**src/rtl/hat_pkg.sv**
```systemverilog
// Shared types and constants for the handle allocation table.
`default_nettype none
package hat_pkg;

    localparam int HAT_SLOT_COUNT = 32;
    localparam int HAT_PRESET_SLOTS = 3;

    typedef enum logic [2:0] {
        OP_OPEN     = 3'd0,
        OP_CLOSE    = 3'd1,
        OP_LOOKUP   = 3'd2,
        OP_ADD_USER = 3'd3,
        OP_DEL_USER = 3'd4
    } t_hat_op;

    typedef enum logic [1:0] {
        ST_OK       = 2'd0,
        ST_FULL     = 2'd1,
        ST_NOT_OPEN = 2'd2
    } t_hat_status;

    typedef struct packed {
        logic [2:0]  operation;
        logic [7:0]  slot_handle;
        logic [15:0] external_descriptor;
    } t_hat_req;

    typedef struct packed {
        logic [1:0]  status;
        logic [4:0]  granted_handle;
        logic [15:0] found_descriptor;
        logic [7:0]  user_count;
    } t_hat_rsp;

    // Decision of the slot control for one request.
    typedef struct packed {
        logic [1:0] status;
        logic [4:0] granted;
        logic [7:0] users;
        logic       wr_en;
        logic       rd_en;
    } t_hat_dec;

endpackage
`default_nettype wire

```
**src/rtl/handle_allocation_table.sv**
```systemverilog
// Handle allocation table: slot bitmap allocator with descriptor memory.
// The result strobe o_done is registered through r_pend and then r_done after the start transfer.
// A new request is not taken while busy; busy covers the descriptor memory read.
// Results are shown for exactly one cycle; the receiver cannot stall.
// Reset (synchronous, active low): slots 0..2 open holding 0..2, user count zero.
`default_nettype none
module handle_allocation_table #(
    parameter int SLOT_COUNT = hat_pkg::HAT_SLOT_COUNT
) (
    input  wire logic              i_clk,
    input  wire logic              i_rst_n,
    input  wire logic              start,
    output logic                   busy,
    input  wire hat_pkg::t_hat_req i_req,
    output logic                   o_done,
    output hat_pkg::t_hat_rsp      o_rsp
);
    import hat_pkg::*;

    localparam int SW = $clog2(SLOT_COUNT);

    logic          accept;
    t_hat_dec      dec;
    logic [SW-1:0] idx;
    logic [15:0]   rd_data;

    // Pending stage: holds the decision while the memory read completes.
    logic       r_pend;
    logic [1:0] r_pend_status;
    logic [4:0] r_pend_granted;
    logic [7:0] r_pend_users;
    logic       r_pend_found;

    // Output stage.
    logic     r_done;
    t_hat_rsp r_rsp;

    assign busy   = r_pend;
    assign accept = start && !busy;

    hat_slot_ctrl #(
        .SLOT_COUNT (SLOT_COUNT),
        .SW         (SW)
    ) u_ctrl (
        .i_clk    (i_clk),
        .i_rst_n  (i_rst_n),
        .i_accept (accept),
        .i_req    (i_req),
        .o_dec    (dec),
        .o_idx    (idx)
    );

    // Writes land at the accept edge; busy holds off the next accepted request until the
    // memory read has completed, so no forwarding is needed.
    hat_desc_mem #(
        .SLOT_COUNT (SLOT_COUNT),
        .SW         (SW)
    ) u_mem (
        .i_clk     (i_clk),
        .i_rst_n   (i_rst_n),
        .i_wr_en   (accept && dec.wr_en),
        .i_rd_en   (accept && dec.rd_en),
        .i_addr    (idx),
        .i_wr_data (i_req.external_descriptor),
        .o_rd_data (rd_data)
    );

    always_ff @(posedge i_clk) begin
        if (!i_rst_n) begin
            r_pend <= 1'b0;
            r_done <= 1'b0;
        end else begin
            r_pend <= accept;
            r_done <= r_pend;
        end
    end

    // Capture the decision on the transfer.
    always_ff @(posedge i_clk) begin
        if (accept) begin
            r_pend_status  <= dec.status;
            r_pend_granted <= dec.granted;
            r_pend_users   <= dec.users;
            r_pend_found   <= dec.rd_en;
        end
    end

    // Merge the read data and drive the result registers.
    always_ff @(posedge i_clk) begin
        if (r_pend) begin
            r_rsp.status           <= r_pend_status;
            r_rsp.granted_handle   <= r_pend_granted;
            r_rsp.found_descriptor <= r_pend_found ? rd_data : 16'd0;
            r_rsp.user_count       <= r_pend_users;
        end
    end

    assign o_done = r_done;
    assign o_rsp  = r_rsp;

endmodule
`default_nettype wire

```
**src/rtl/hat_slot_ctrl.sv**
```systemverilog
// Valid bitmap, lowest-free-slot search and user count.
`default_nettype none
module hat_slot_ctrl #(
    parameter int SLOT_COUNT = 32,
    parameter int SW         = 5
) (
    input  wire logic              i_clk,
    input  wire logic              i_rst_n,
    input  wire logic              i_accept,
    input  wire hat_pkg::t_hat_req i_req,
    output hat_pkg::t_hat_dec      o_dec,
    output logic [SW-1:0]          o_idx
);
    import hat_pkg::*;

    logic [SLOT_COUNT-1:0] r_valid, n_valid;
    logic [7:0]            r_users, n_users;
    logic [SW-1:0]         free_idx;
    logic                  free_found;
    logic                  in_range;
    logic                  hit;
    logic [SW-1:0]         h_idx;

    // Lowest clear bit of the bitmap; scan downward so the lowest wins.
    always_comb begin
        free_idx   = '0;
        free_found = 1'b0;
        for (int i = SLOT_COUNT - 1; i >= 0; i--) begin
            if (!r_valid[i]) begin
                free_idx   = SW'(i);
                free_found = 1'b1;
            end
        end
    end

    assign h_idx    = i_req.slot_handle[SW-1:0];
    assign in_range = {1'b0, i_req.slot_handle} < 9'(SLOT_COUNT);
    assign hit      = in_range && r_valid[h_idx];

    always_comb begin
        n_valid      = r_valid;
        n_users      = r_users;
        o_dec.status = ST_OK;
        o_dec.granted = '0;
        o_dec.wr_en  = 1'b0;
        o_dec.rd_en  = 1'b0;
        o_idx        = h_idx;
        unique case (i_req.operation)
            OP_OPEN: begin
                o_idx = free_idx;
                if (free_found) begin
                    n_valid[free_idx] = 1'b1;
                    o_dec.granted     = 5'(free_idx);
                    o_dec.wr_en       = 1'b1;
                end else begin
                    o_dec.status = ST_FULL;
                end
            end
            OP_CLOSE: begin
                if (hit) begin
                    n_valid[h_idx] = 1'b0;
                end else begin
                    o_dec.status = ST_NOT_OPEN;
                end
            end
            OP_LOOKUP: begin
                if (hit) begin
                    o_dec.rd_en = 1'b1;
                end else begin
                    o_dec.status = ST_NOT_OPEN;
                end
            end
            OP_ADD_USER: begin
                if (r_users != 8'hFF) begin
                    n_users = r_users + 8'd1;
                end
            end
            OP_DEL_USER: begin
                if (r_users != 8'h00) begin
                    n_users = r_users - 8'd1;
                end
            end
            default: begin
            end
        endcase
        o_dec.users = n_users;
    end

    always_ff @(posedge i_clk) begin
        if (!i_rst_n) begin
            r_valid <= SLOT_COUNT'((1 << HAT_PRESET_SLOTS) - 1);
            r_users <= '0;
        end else if (i_accept) begin
            r_valid <= n_valid;
            r_users <= n_users;
        end
    end

endmodule
`default_nettype wire

```
**src/rtl/hat_desc_mem.sv**
```systemverilog
// Descriptor memory with registered read and preset low slots.
`default_nettype none
module hat_desc_mem #(
    parameter int SLOT_COUNT = 32,
    parameter int SW         = 5
) (
    input  wire logic          i_clk,
    input  wire logic          i_rst_n,
    input  wire logic          i_wr_en,
    input  wire logic          i_rd_en,
    input  wire logic [SW-1:0] i_addr,
    input  wire logic [15:0]   i_wr_data,
    output logic [15:0]        o_rd_data
);
    import hat_pkg::*;

    logic [15:0]                 r_mem [SLOT_COUNT];
    logic [15:0]                 r_rd_data;
    logic [HAT_PRESET_SLOTS-1:0] r_written;
    logic                        r_rd_preset;
    logic [1:0]                  r_rd_low;
    logic                        low_addr;
    logic                        low_written;
    logic [1:0]                  addr_low;

    assign addr_low = i_addr[1:0];
    assign low_addr = i_addr < SW'(HAT_PRESET_SLOTS);

    always_comb begin
        unique case (addr_low)
            2'd0:    low_written = r_written[0];
            2'd1:    low_written = r_written[1];
            2'd2:    low_written = r_written[2];
            default: low_written = 1'b1;
        endcase
    end

    always_ff @(posedge i_clk) begin
        if (i_wr_en) begin
            r_mem[i_addr] <= i_wr_data;
        end
        if (i_rd_en) begin
            r_rd_data <= r_mem[i_addr];
            r_rd_low  <= addr_low;
        end
    end

    // Track which preset slots have been overwritten since reset.
    always_ff @(posedge i_clk) begin
        if (!i_rst_n) begin
            r_written   <= '0;
            r_rd_preset <= 1'b0;
        end else begin
            if (i_wr_en && low_addr) begin
                r_written[addr_low] <= 1'b1;
            end
            if (i_rd_en) begin
                r_rd_preset <= low_addr && !low_written;
            end
        end
    end

    assign o_rd_data = r_rd_preset ? 16'(r_rd_low) : r_rd_data;

endmodule
`default_nettype wire

```
**config.mk**
```make
export PLATFORM = sky130hd
export DESIGN_NAME = handle_allocation_table
export DESIGN_NICKNAME = d
export VERILOG_FILES = /design/src/rtl/hat_pkg.sv /design/src/rtl/handle_allocation_table.sv /design/src/rtl/hat_slot_ctrl.sv /design/src/rtl/hat_desc_mem.sv
export SDC_FILE = /design/constraint.sdc
export NUM_CORES = 1
export LEC_CHECK = 0
export ABC_AREA = 1
export BUFFER_PORTS_ARGS = -buffer_cell sky130_fd_sc_hd__buf_2
export CORE_ASPECT_RATIO = 1.2
export CORE_MARGIN = 2
export CORE_UTILIZATION = 45
export DETAILED_ROUTE_END_ITERATION = 8
export SYNTH_ARGS = -nofsm -noshare
export SYNTH_HDL_FRONTEND = slang
export SYNTH_HIERARCHICAL = 1
export SYNTH_SLANG_ARGS = --single-unit
export TNS_END_PERCENT = 20
```
**constraint.sdc**
```tcl
create_clock -name i_clk -period 5.43 [get_ports i_clk]
set_input_delay 0.2715 -clock i_clk [delete_from_list [all_inputs] [get_ports i_clk]]
set_output_delay 0.2715 -clock i_clk [all_outputs]
set_load 0.02 [all_outputs]
```
# --- Word level (Yosys, flattened, before mapping) ---
# Memories as Yosys holds them, arrays and structs flattened. A register that Yosys moved wholly into a read port is not among the register bits.
# Index checks and enable logic that the tools add are counted.
totals:
  reg_bits: 95
  ramBits: 512
  inputBits: 30
  mem_count: 1
memory_table:
  columns: ["memory", "depth", "width", "read_ports", "rd_ports_with_merged_regs", "write_ports", "line", "text"]
  rows:
  - ["u_mem.r_mem", 32, 16, 1, 1, 1, "hat_desc_mem.sv:17", "logic [15:0] r_mem [SLOT_COUNT];"]
classes:
  add_sub_neg: 2
  order_cmp: 8
  eq_ne: 9
  muxes: 90
  bitwise_logic: 5
  n_reduce_logical: 19
ops:
  columns: ["operator", "count"]
  rows:
  - ["5-bit two-way mux", 33]
  - ["32-bit two-way mux", 2]
  - ["32-bit case mux with 2 select lines", 1]
  - ["1-bit two-way mux", 43]
  - ["32-bit bitwise AND", 1]
  - ["32-bit inverter", 1]
  - ["32-bit bitwise OR", 1]
  - ["8-bit two-way mux", 2]
  - ["8-bit case mux with 2 select lines", 1]
  - ["5-bit by 6-bit less-than comparator with 1-bit output, second input constant", 2]
  - ["1-bit demux with 5-bit select", 2]
  - ["5-bit by 1-bit >= comparator with 1-bit output, second input constant", 2]
  - ["1-bit logical AND", 9]
  - ["8-bit by 1-bit adder with 8-bit output, second input constant", 1]
  - ["8-bit by 6-bit less-than comparator with 1-bit output, second input constant", 1]
  - ["8-bit != test, second input constant", 1]
  - ["8-bit nonzero test", 1]
  - ["8-bit by 1-bit subtractor with 8-bit output, second input constant", 1]
  - ["3-bit by 2-bit == test with 1-bit output, second input constant", 2]
  - ["1-bit binary-select mux with 5-bit select", 1]
  - ["5-bit by 2-bit less-than comparator with 1-bit output, second input constant", 1]
  - ["2-bit two-way mux", 2]
  - ["2-bit by 1-bit != test with 1-bit output, second input constant", 2]
  - ["2-bit case mux with 2 select lines", 1]
  - ["other kinds (17)", 19]

# --- Logic depth before layout (Yosys ltp) ---
logic_depth:
  ltp_word: 39
  ltp_mapped: 47
  depth_no_buf: 43

# --- Cells and area by module ---
# The synthesis kept the hierarchy.
modules_own_cells:
  columns: ["module", "instances", "cells_each", "area_per_inst_um2", "seq_area_each_um2"]
  rows:
  - ["hat_desc_mem", 1, 2126, 22226.3, 15995.3]
  - ["hat_slot_ctrl", 1, 496, 3050.4, 800.8]
  - ["handle_allocation_table", 1, 94, 1656.6, 1451.4]

# --- Worst setup path after synthesis ---
# OpenSTA, ideal clock, no wires.
synth_path:
  path_type: "reg2reg"
  start: "reg u_ctrl.r_valid[31]"
  end: "mem u_mem.r_mem[15][0], enable pin"
  setup_time_ns: 0.388
  arrival_time_ns: 3.593
  setup_slack_ns: 1.449
  stages_incl_launch_ff: 41
  n_path_buf: 4
  path_cell_list: "dfxtp_1 -> inv_2 -> nand2_2 -> nand2_1 -> nand2_1 -> nand2_1 -> nand2_1 -> nand2_1 -> nand2_1 -> nand2_1 -> nand2_1 -> nand2_1 -> nand2_1 -> nand2_1 -> nand2_1 -> nand2_1 -> nand2_1 -> nand2_1 -> [5 not listed] -> nand2_1 -> nand2_1 -> nand2_1 -> nand2_1 -> nand2_1 -> nand2_1 -> nand2_1 -> nand2_2 -> nand2_2 -> nand2_2 -> buf_6 -> nor2_1 -> o21bai_1 -> buf_4 -> buf_2 -> buf_2 -> nand3_1 -> nor2_1"
synth_between:
  elab_cells_between_ends: 70
  classes_between: "mux: 69; reduce/logical: 1"
synth_rtl:
  columns: ["item", "line", "text"]
  rows:
  - ["from (decl)", "hat_slot_ctrl.sv:16", "logic [SLOT_COUNT-1:0] r_valid, n_valid;"]
  - ["from (signal assigned)", "hat_slot_ctrl.sv:91", "r_valid <= SLOT_COUNT'((1 << HAT_PRESET_SLOTS) - 1);"]
  - ["from (signal assigned)", "hat_slot_ctrl.sv:94", "r_valid <= n_valid;"]
  - ["5-bit two-way mux (32 in series)", "hat_slot_ctrl.sv:29", "if (!r_valid[i]) begin"]
  - ["5-bit two-way mux", "hat_slot_ctrl.sv:48", "unique case (i_req.operation)"]
  - ["via idx[0]", "handle_allocation_table.sv:24", "logic [SW-1:0] idx;"]
  - ["to (decl)", "hat_desc_mem.sv:17", null]
# The timed path passes the listed nets, and every way through them passes these cells.

# --- Final worst setup path ---
layout_path:
  start: "reg u_ctrl.r_valid[31]"
  end: "reg u_mem.r_rd_data[5] (read register of u_mem.r_mem) (data pin)"
layout_between:
  elab_chain_len: 33
  elab_cells_between_ends: 39
  classes_between: "mux: 37; reduce/logical: 2"
layout_lines:
  columns: ["item", "line", "text"]
  rows:
  - ["5-bit two-way mux (32 in series)", "hat_slot_ctrl.sv:29", null]
  - ["5-bit two-way mux", "hat_slot_ctrl.sv:48", null]
  - ["via idx[0]", "handle_allocation_table.sv:24", null]
  - ["to (decl)", "hat_desc_mem.sv:18", "logic [15:0] r_rd_data;"]
# The timed path passes the listed nets, and every way through them passes these cells. The select of a mux whose other input is x is not followed.
# A chain may end at the register's enable or synchronous reset.

==> metrics.md <==
| Metric | Value |
|---|---|
| Min Tclk post-route | `4950 ps` |
| Vias per inst | `5.18` |
| GR Overflow Total | `0` |
| Ports | `63` |
| Status | `finished, final reports clean` |
| Sink Count | `623` |
| Hpwl dp | `44.0 mm` |
| CTS tree | `yes` |
| MaxCap Viol Count | `0` |
| Routed wire length | `73.0 mm` |
| Hold Path Class | `in -> reg` |
| Clock Latency Late Sink | `610 ps` |
| Worst-Margin Slew | `1080 ps` |
| Starting density of the core | `between 40% and 50%` |
| Flop and latch count out of synthesis | `just over 600` |
| TritonCTS Buffers | `66` |
| Final period util | `91.2%` |
| Die Area | `0.0618 mm²` |
| Drt wl/cell | `20.0 µm` |
| Number of port buffers | `62` |
| Initial antenna violation count | `0` |
| GP Congestion | `about 0.90` |
| Vias | `between 15000 and 20000` |
| Critical path launch point type | `register` |
| Gate Count Post-Synth | `2716` |
| DR iter-0 viols | `1702` |
| Tot GR Track Use | `24.0%` |
| Placed cells | `3529` |
| Met2 WL | `36.8 mm` |
| Most numerous cell in the Yosys netlist | `nand2_1` |
| CP max FO | `58` |
| CP Data Required Time | `between 5000 and 6000 ps` |
| First-pass GRT wire length | `~110 mm` |
| Power per cell area | `355 mW/mm²` |
| Top_reg_cell synth | `edfxtp_1` |
| Layout Skew | `roughly 28 ps` |
| CP endpoint kind | `register` |
| Mapped Nets | `2749` |
| Synth Cell Area | `0.0269 mm²` |
| CTS Hold Bufs | `0` |
| Post-synth EDFFs | `577` |
| Clk buf depth | `3` |
| Core area | `0.0593 mm²` |
| Distinct cells, synth | `45` |
| WS Path Type | `reg -> reg` |
| Clk slew on worst S/H paths | `about 60 ps` |
| Post-synth top cells | `nand2_1, edfxtp_1, nor2_1` |
| Final setup vio count | `0` |
| Syn Area/Cell | `around 9.9 µm²` |
| LEAKAGE | `between 10 and 15 nW` |
| Synth area leaders | `edfxtp_1, nand2_1, dfxtp_1` |
| Post-synthesis sequential area ratio | `between 60% and 70%` |
| DRC errors left | `0` |
| PostCTS Resize Cnt | `0` |
| Relative slew slack | `27.8%` |
| Reg2Reg Setup Slack | `480 ps` |
| Final setup TNS | `0 ps` |
| Crit path largest cell delay | `approximately 470 ps` |
| Root buf cell | `clkbuf_16` |
| Layout cells sized above 1 | `9.26%` |
| CTS HTree Levels | `3` |
| Metal3 WL | `3.71 mm` |
| Number of global-route vias before repair | `18200` |
| Final Hold Vio Count | `0` |
| # nets final | `2830` |
| Post-DRT Antenna Nets | `0` |
| Fmax | `roughly 200 MHz` |
| RSZ-0062 raised after global routing | `no` |
| Area delta synth->final | `13.1%` |
| Top sig layer | `met4` |
| Drt first pass iters | `6` |
| Postcts setup bufs | `0` |
| Fraction of registers with async set/reset | `0%` |
| Arrival @ worst endpoint | `5290 ps` |
| Largest net degree at the start of global routing | `100` |
| Most common cell on crit path | `nand2_1` |
| WHS Path Cells | `3` |
| Yosys warns | `6` |
| Crit path max-delay cell type | `o21bai_4` |
| Cell row count | `98` |
| Die Span Y | `around 270 µm` |
| Die Wd | `227 µm` |
| Worst VDD drop | `about 0.29 mV` |
| Synth area leader | `edfxtp_1` |
| Met1 wire length | `30.2 mm` |
| Non-filler cells, final | `between 3000 and 4000` |
| Yosys top cell area share | `around 64%` |
| R2R cell count | `45` |
| Count of final max-slew check failures | `0` |
## through the flow
| stage | setup slack, ps | hold slack, ps | instance area [µm²] | util, % | power (mW) |
|---|---|---|---|---|---|
| after floorplan | 1450 | 369 | 26900 | - | 5.88 |
| after global placement | 597 | 404 | 28200 | 47.5 | 6.17 |
| after detailed placement | 587 | 405 | 28200 | 47.5 | 6.17 |
| after CTS | 573 | 62.9 | 30500 | 51.3 | 10.9 |
| after global routing | 83.4 | 106 | 30500 | 51.3 | 11.2 |
| final | 479 | 79.0 | 30500 | 51.3 | 10.8 |
## per-layer routing
metal	up-vias	GRT usage, %
met4	0	8.72
met5	-	0
met1	9128	30.7
met2	612	41.5
li1	9044	-
met3	123	3.02
## flip-flops by register name, summed over array words and instances, names as in the netlist
register / count
r_pend_found: 1
u_mem/r_rd_preset: 1
busy: 1
u_ctrl/r_valid: 32
o_rsp: 31
o_done: 1
r_pend_granted: 5
u_mem/r_mem: 512
u_ctrl/r_users: 8
u_mem/r_written: 3
u_mem/r_rd_data: 16
u_mem/r_rd_low: 2
r_pend_status: 2
r_pend_users: 8
## area by class of cell
type | count | area, µm²
clock buffer | 79 | 1750
fill | 5317 | 28900
timing repair buffer | 122 | 823
sequential | 623 | 18200
antenna | 1 | 2.50
tap | 800 | 1000
inverter | 133 | 507
clock inverter | 42 | 534
multi-input combinational | 1851 | 7590
## logic make-up (layout without fill, tap and decap cells)
family | after synthesis | after routing | share of synthesized area (%)
multiplexers | 2 | 2 | 0.0836
AO/OA/AOI/OAI | 156 | 156 | 3.49
AND/OR/NAND/NOR | 1684 | 1684 | 24.2
other | 0 | 1 | 0
adder cells (fa/ha/maj) | 3 | 3 | 0.139
flip-flops | 623 | 623 | 67.8
buffers and inverters | 242 | 376 | 4.17
XOR/XNOR | 6 | 6 | 0.195
## power by group
part	total, mW	switching [mW]	internal (mW)	leakage, nW
Sequential	5.29	0.0142	5.28	5.59
Combinational	0.779	0.590	0.189	5.81
Clock	4.74	1.89	2.85	1.10
## cell usage in the layout, fill, tap and decap left out, types with 6 or more instances in the layout
| cell type | synthesis | routed |
|---|---|---|
| a22oi_1 | 7 | 7 |
| buf_2 | 52 | 62 |
| nand2_2 | 11 | 11 |
| nand2_1 | 1457 | 1457 |
| o21ai_0 | 47 | 47 |
| clkbuf_16 | 0 | 68 |
| a21oi_1 | 55 | 55 |
| bufinv_16 | 0 | 11 |
| nand3_1 | 31 | 31 |
| nand4_1 | 10 | 10 |
| dfxtp_1 | 46 | 46 |
| nor2_1 | 142 | 141 |
| inv_1 | 123 | 123 |
| clkinv_2 | 0 | 9 |
| buf_4 | 23 | 55 |
| o221ai_1 | 10 | 10 |
| clkbuf_1 | 22 | 10 |
| inv_2 | 8 | 6 |
| o211ai_1 | 8 | 8 |
| nor3_1 | 18 | 18 |
| edfxtp_1 | 577 | 577 |
| clkinv_1 | 2 | 12 |
## worst max-delay path, delay by kind of cell, from the launching register on
family / cells / cell delay [ps]
simple gates: 40 / 2900
buf+inv: 4 / 910
compound gates: 1 / 470
flops: 1 / 320
## path summary, 6_finish.rpt
kind | from | endpoint
max reg2reg | u_ctrl/r_valid[31]$_SDFFE_PN0P_ | u_mem/r_rd_data[5]$_DFFE_PP_
max | u_ctrl/r_valid[31]$_SDFFE_PN0P_ | u_mem/r_rd_data[5]$_DFFE_PP_
min | start | busy$_SDFF_PN0_
min reg2reg | r_pend_users[6]$_DFFE_PP_ | o_rsp[6]$_DFFE_PP_
Power figures use the tool's default switching activity.
